<file path="src/hdl/gsa_pkg.sv">
// ----------------------------------------------------------------------------
// gsa_pkg
// Shared types and constants of the generational slot allocator.
// ----------------------------------------------------------------------------
package gsa_pkg;

  localparam int unsigned SlotsDef   = 1024;
  localparam int unsigned GenBitsDef = 8;

  localparam int unsigned ModeW  = 2;
  localparam int unsigned HIdxW  = 12;
  localparam int unsigned HGenW  = 8;
  localparam int unsigned OIdxW  = 11;
  localparam int unsigned OGenW  = 8;
  localparam int unsigned LiveW  = 11;

  typedef enum logic [ModeW-1:0] {
    OP_ALLOC = 2'd0,
    OP_FREE  = 2'd1,
    OP_CHECK = 2'd2,
    OP_NOP   = 2'd3
  } op_e;

  typedef struct packed {
    logic [ModeW-1:0] mode;
    logic [HIdxW-1:0] handle_index;
    logic [HGenW-1:0] handle_generation;
  } req_t;

  typedef struct packed {
    logic             ok;
    logic [OIdxW-1:0] out_index;
    logic [OGenW-1:0] out_generation;
    logic [LiveW-1:0] live_count;
  } rsp_t;

  // Classified request handed from front to back.
  typedef struct packed {
    op_e              op;
    logic             hit;
    logic [HIdxW-1:0] slot;
    logic [HGenW-1:0] gen;
  } cls_t;

endpackage

</file>
<file path="src/hdl/gsa_front.sv">
// ----------------------------------------------------------------------------
// gsa_front
// Decodes requests, range-checks the handle index and queues the result.
// ----------------------------------------------------------------------------
module gsa_front #(
  parameter int unsigned SLOTS = gsa_pkg::SlotsDef
) (
  input  logic          clk_i,
  input  logic          rst_ni,
  input  logic          in_valid_i,
  output logic          in_ready_o,
  input  gsa_pkg::req_t in_data_i,
  output logic          q_valid_o,
  input  logic          q_pop_i,
  output gsa_pkg::cls_t q_item_o
);
  import gsa_pkg::*;

  cls_t       cls;
  cls_t       slot_q [2];
  logic       wr_ptr_q, wr_ptr_d;
  logic       rd_ptr_q, rd_ptr_d;
  logic [1:0] cnt_q, cnt_d;
  logic       push;

  always_comb begin
    case (in_data_i.mode)
      OP_ALLOC: cls.op = OP_ALLOC;
      OP_FREE:  cls.op = OP_FREE;
      OP_CHECK: cls.op = OP_CHECK;
      default:  cls.op = OP_NOP;
    endcase
    cls.hit  = (in_data_i.handle_index != '0) &&
               (in_data_i.handle_index <= HIdxW'(SLOTS));
    cls.slot = in_data_i.handle_index - HIdxW'(1);
    cls.gen  = in_data_i.handle_generation;
  end

  assign in_ready_o = (cnt_q != 2'd2);
  assign push       = in_valid_i && in_ready_o;
  assign q_valid_o  = (cnt_q != 2'd0);
  assign q_item_o   = slot_q[rd_ptr_q];

  always_comb begin
    wr_ptr_d = push ? ~wr_ptr_q : wr_ptr_q;
    rd_ptr_d = q_pop_i ? ~rd_ptr_q : rd_ptr_q;
    cnt_d    = cnt_q + 2'(push) - 2'(q_pop_i);
  end

  always_ff @(posedge clk_i or negedge rst_ni) begin
    if (!rst_ni) begin
      wr_ptr_q <= 1'b0;
      rd_ptr_q <= 1'b0;
      cnt_q    <= 2'd0;
    end else begin
      wr_ptr_q <= wr_ptr_d;
      rd_ptr_q <= rd_ptr_d;
      cnt_q    <= cnt_d;
    end
  end

  always_ff @(posedge clk_i) begin
    if (push) begin
      slot_q[wr_ptr_q] <= cls;
    end
  end

endmodule

</file>
<file path="config.mk">
export PLATFORM = sky130hd
export DESIGN_NAME = gsa_front
export DESIGN_NICKNAME = d
export VERILOG_FILES = /design/src/hdl/gsa_pkg.sv /design/src/hdl/gsa_front.sv
export SDC_FILE = /design/constraint.sdc
export NUM_CORES = 1
export LEC_CHECK = 0
export BUFFER_PORTS_ARGS = -buffer_cell sky130_fd_sc_hd__buf_2
export CAP_MARGIN = 25
export CORE_UTILIZATION = 28
export CTS_BUF_LIST = sky130_fd_sc_hd__clkbuf_4 sky130_fd_sc_hd__clkbuf_8
export CTS_CLUSTER_DIAMETER = 50
export DETAILED_ROUTE_END_ITERATION = 6
export MAX_ROUTING_LAYER = met4
export PLACE_DENSITY = 0.57
export SLEW_MARGIN = 20
export SYNTH_ARGS = -nofsm -noshare
export SYNTH_HDL_FRONTEND = slang
export SYNTH_SLANG_ARGS = --single-unit
</file>
<file path="constraint.sdc">
create_clock -name clk_i -period 3.55 [get_ports clk_i]
set_clock_uncertainty 0.05 [all_clocks]
set_input_delay 0.5325 -clock clk_i [delete_from_list [all_inputs] [get_ports clk_i]]
set_output_delay 0.5325 -clock clk_i [all_outputs]
set_load 0.01 [all_outputs]
</file>
==> impl_metrics.tcl, run 1 <==
set metrics [dict create \
    cp-end-kind "primary output" \
    cp.required_ps 2970 \
    dp_cells 269 \
    worstSetupPathType "flip-flop to primary output" \
    netlist_area_sq_um 2121 \
    syn_to_final_growth_pct 22.77 \
    drc 0 \
    synth_seq_area_share_pct 69.85 \
    port_buffers 50 \
    finalSetupViolations 0 \
    status "completed" \
    vias 1169 \
    p_per_area_nw_per_um2 702.7 \
    tns_ps 0 \
    drtAntennaViolNets 0 \
    rows 31 \
    met2_usage_pct 16.78 \
    max_stage_delay_ps 380 \
    htree_levels 2 \
    ys_types 26 \
    cp_cell_sequence "buf_4 -> mux2_2 -> buf_2" \
    ctsRootBufferMaster "clkbuf_8" \
    final_core_utilization_pct 35.71 \
    synth-xor-area-share_pct 4.956 \
    wl_per_cell_um 13.61 \
    synth_area_leaders "edfxtp_1, mux2_2, dfrtp_1, xor2_1, ha_1" \
    grt_setup_unrepaired "false" \
    clk_latency_ps 290 \
    synth_top_area_share_pct 65.13 \
    die_h_um 89.03 \
    grt_pass1_vias 1131 \
    synth_compound_area_share_pct 1.357 \
    yosys.area_share.simple_pct 6.903 \
    hold_class "input pin to flip-flop" \
    routed_wl_um 3784 \
    grt_usage_pct 10.15 \
    io_pins 51 \
    design_power_total_w 0.001830 \
    crit_path_start_kind "flip-flop" \
    worst_hold_slack_ps 373.6 \
    place_congestion 0.6453 \
    finalNetCount 208 \
    syn_nets 154 \
    stdcell_count 278 \
    syn_avg_cell_area_sq_um 17.10 \
    fin_crit_ps 2076 \
    max_freq_mhz 481.7 \
    dr.pass1.iters 4 \
    hold_viol 0 \
    ys_seq_elements 50 \
    netlist_instances 124 \
    grt_pass1_wl_um 5478 \
    grt_use_met1_pct 11.39 \
    r2r_cells 4 \
    place_hpwl_um 2575 \
    initialDrtViolationCount 16 \
    synthAdderAreaFrac_pct 2.360 \
    hold_depth 1 \
    fin_crit_sh_pct 58.47 \
    antennaDiodeCount 0 \
    ir_drop_uv 175.6 \
    final_cell_mix "buf_2, edfxtp_1, mux2_2, xor2_1" \
    cp_slowest_cell "mux2_2" \
    core-area_sq_um 7292 \
    post_synth_mux_area_share_pct 12.21 \
    initial_core_util_pct 29.08 \
    die_x_um 89.03 \
    grt_antenna_before_repair 0 \
    clock_sinks 50 \
    cts_tree "yes" \
    synth_top_family_by_area "multiplexers" \
    grt_busiest_layer "met2" \
    grt_max_degree 25 \
    die-area_sq_um 7926 \
    cts_inserted_buffers 5 \
    vias_per_cell 4.205 \
    crit_fanout 24 \
    clk_transition_reported_paths_ps 80 \
    clock_path_buffers 2 \
    drive_gt1_share_pct 51.40 \
    layout_commonest_cell "buf_2" \
    crit_arrival_ps 1490 \
    relSlewSlack_pct 62.98 \
    cts_resized 0 \
    yosysWarnings 0 \
    maxCapViolations 0 \
    tightest_slew_ps 554.1 \
    grt_overflow 0 \
    maxSlewViolCount 0 \
    yosysTopAreaCell "edfxtp_1" \
    power.static_leakage_nw 0.9846 \
    use_met3_pct 3.693 \
]
[state kept, by name, summed over array words and instances (netlist names)]
name      cells
slot_q       46
cnt_q         2
rd_ptr_q      1
wr_ptr_q      1
[logic make-up (layout without fill, tap and decap cells)]
kind of cell	Yosys count	count (layout)
flip-flops	50	50
multiplexers	23	23
AND/OR/NAND/NOR	20	20
XOR/XNOR	12	12
buffers and inverters	11	66
adder cells (fa/ha/maj)	4	4
AO/OA/AOI/OAI	4	4
[Yosys cell counts, drive strengths merged]
cell	count
dfrtp	4
or3b	1
edfxtp	46
nor3	1
xnor2	5
and3	1
or2	2
ha	4
nor3b	3
or4	2
nor4	2
buf	2
inv	4
nor2	3
o31ai	2
clkbuf	5
nand2	3
o21ai	1
mux2	23
xor2	7
o41ai	1
nand2b	2
[critical path, delay by kind of cell (launching register included)]
kind     cells  cell delay [ps]
mux          1              380
flops        1              330
buf+inv      2              480
[path summary, 6_finish.rpt]
path | from | endpoint | slack (ps)
hold reg to reg | cnt_q[1] | cnt_q[1] | 440
hold / removal | in_data_i[21] | slot_q[0][22] | 370
setup reg to reg | cnt_q[1] | slot_q[0][6] | 1840
max in group asynchronous | rst_ni | wr_ptr_q | 2810
setup / recovery | rd_ptr_q | q_item_o[14] | 1470
min in group asynchronous | rst_ni | rd_ptr_q | 520
[repair_timing]
item / CTS / global route
endpoints found under the setup margin: 0 / 0
buffers inserted: 0 / 0
hold buffers: 1 / 0
endpoints found under the hold margin: 4 / 0
[metrics by stage]
step,cell area [sq um],worst slack [ps]
after floorplan,2121,1452
after global placement,2485,1454
after detailed placement,2485,1394
after CTS,2604,1427
after global routing,2604,1365
final,2604,1474
[cell type report]
class,instances,area [sq um]
Clock inverter,3,40.04
Multi-Input combinational cell,63,591.8
Sequential cell,50,1481
Tap cell,99,123.9
Timing Repair Buffer,54,282.8
Inverter,4,15.01
Clock buffer,5,68.82
Fill cell,748,4688
[routing by layer]
layer / share of wire (%) / routed length [um]
met3: 7.1 / 270
met2: 48 / 1835
met1: 43 / 1629
met5: 0 / 0
met4: 1.3 / 48
[power by group]
group / switching (W) / leakage [nW] / total (W) / internal, W
clock network: 0.000175 / 0.0579 / 0.000382 / 0.000207
registers: 0.0000360 / 0.474 / 0.000847 / 0.000811
logic: 0.000323 / 0.453 / 0.000600 / 0.000278
Note: power is estimated with default switching activity, not from simulation.
==> run 2, diff against run 1 <==
clock period = 2.1 ns   (was 3.55 ns; I/O delays follow)
==> run 2 against run 1 <==
  * Critical path depth did not move
  * Power grew 69%
  * First-iteration DRC count rose by 44%
  * Sequential cell count unchanged
  * Via count up 0.43%
  * Largest cell class unchanged
  * Highest routed layer unchanged
==> impl_metrics.tcl, run 2 (synthesis results as in run 1) <==
set metrics [dict create \
    maxSlewViolCount 0 \
    r2r_cells 7 \
    final_cell_mix "buf_2, edfxtp_1, mux2_2, xor2_1, buf_4" \
    p_per_area_nw_per_um2 1182 \
    crit_fanout 14 \
    clkPwrFrac_pct 20.3 \
    worstSetupPathType "flip-flop to primary output" \
    largest_reg_flops 46 \
    hold_depth 1 \
    ff2ff_setup_slack_ps 550 \
    layout_commonest_cell "buf_2" \
    crit_arrival_ps 1400 \
    antennaDiodeCount 0 \
    vias_per_cell 4.193 \
    internal-power_w 0.002206 \
    grt_pass1_wl_um 5388 \
    grt_usage_pct 9.931 \
    drc 0 \
    io_pins 51 \
    p_sw_w 0.0008913 \
    fill_cells 746 \
    die_h_um 89.03 \
    place_hpwl_um 2662 \
    fin_crit_sh_pct 83.92 \
    initial_core_util_pct 29.08 \
    cp.required_ps 1740 \
    design_power_total_w 0.003097 \
    tns_ps 0 \
    worstHoldStart "in_data_i[4]" \
    rows 31 \
    vias 1174 \
    final_core_utilization_pct 35.93 \
    cts_inserted_buffers 5 \
    tightest_slew_ps 331.5 \
    die-area_sq_um 7926 \
    core-area_sq_um 7292 \
    timing.rr.end "cnt_q[1]" \
    drtAntennaViolNets 0 \
    htree_levels 2 \
    die_x_um 89.03 \
    regMostFlops "slot_q" \
    grt_overflow 0 \
    initialDrtViolationCount 23 \
    ir_drop_uv 348.1 \
    syn_to_final_growth_pct 23.54 \
    status "completed" \
    ctsRootBufferMaster "clkbuf_8" \
    drive_gt1_share_pct 51.38 \
    dr.pass1.iters 4 \
    cp-end-kind "primary output" \
    clock_sinks 50 \
    port_buffers 50 \
    max_freq_mhz 567.4 \
    fin_crit_ps 1762 \
    clock_path_buffers 2 \
    routed_wl_um 3727 \
    hold_class "input pin to flip-flop" \
    relSlewSlack_pct 77.90 \
    grt_setup_unrepaired "false" \
    maxCapViolations 0 \
    top_regs "slot_q: 46 flops, cnt_q: 2 flops" \
    grt_max_degree 24 \
    hold_end "slot_q[1][4]" \
    swShare_pct 28.78 \
    place_congestion 0.6499 \
    hold_viol 0 \
    finalSetupViolations 0 \
    clk_latency_ps 290 \
    seqPwrFrac_pct 46.3 \
    grt_pass1_vias 1054 \
    comb_power_share_pct 33.4 \
    power.static_leakage_nw 0.9938 \
    cts_resized 0 \
    grt_antenna_before_repair 0 \
    clk_transition_reported_paths_ps 80 \
    r2r-start "cnt_q[1]" \
    cts_tree "yes" \
    finalNetCount 211 \
    worst_hold_slack_ps 157.1 \
    wl_per_cell_um 13.31 \
    crit_path_start_kind "flip-flop" \
]
## run 2: how the worst max path moves through the flow
stage / start / end / slack, ps / depth (start not counted)
final: rd_ptr_q / q_item_o[2] / 340 / 3
after global routing: rd_ptr_q / q_item_o[15] / 250 / 3
after CTS: rd_ptr_q / q_item_o[15] / 310 / 3
after detailed placement: in_data_i[11] / slot_q[0][15] / 220 / 4
after global placement: in_data_i[11] / slot_q[0][15] / 280 / 4
after floorplan: cnt_q[1] / slot_q[0][0] / 2 / 3
## run 2: metrics by stage
stage	cell area [sq um]	setup slack, ps	std cells
global placement	2507	275.7	272
CTS	2620	305.5	280
floorplan	2121	2.159	124
detailed placement	2507	221.9	272
global route	2620	254.6	280
finish	2620	337.7	280
## run 2: timing repair
item	CTS	global route
buffers inserted	0	0
hold buffers	1	0
endpoints found under the hold margin	4	0
## run 2: area by class of cell
type	count	area, sq um	area share, %
timing repair buffer	57	305.3	11.65
clock buffer	5	68.82	2.627
multi-input combinational	63	591.8	22.59
sequential	50	1481	56.54
clock inverter	2	33.78	1.289
inverter	4	15.01	0.5731
tap	99	123.9	4.728
## run 2: worst max-delay path: stages (launching register included)
cell and delay [ps]:
dfrtp_1 360, buf_4 240, mux2_2 360, buf_2 140
## run 2: power by group through the flow
stage          Sequential [W]  Combinational [W]  Clock [W]
2_1_floorplan         0.00144           0.000657          0
3_3_place_gp          0.00145            0.00106          0
3_5_place_dp          0.00146            0.00106          0
4_1_cts               0.00144            0.00107   0.000655
5_1_grt               0.00146            0.00115   0.000690
6_report              0.00143            0.00103   0.000630
## run 2: routing by layer
metal  vias up  global-route usage, %  routed length (um)
met5         -                      -                   0
met4         0                  3.463                  32
met3         5                  3.601                 275
met2        40                  15.87                1805
met1       556                  11.59                1614
li1        573                      -                   -
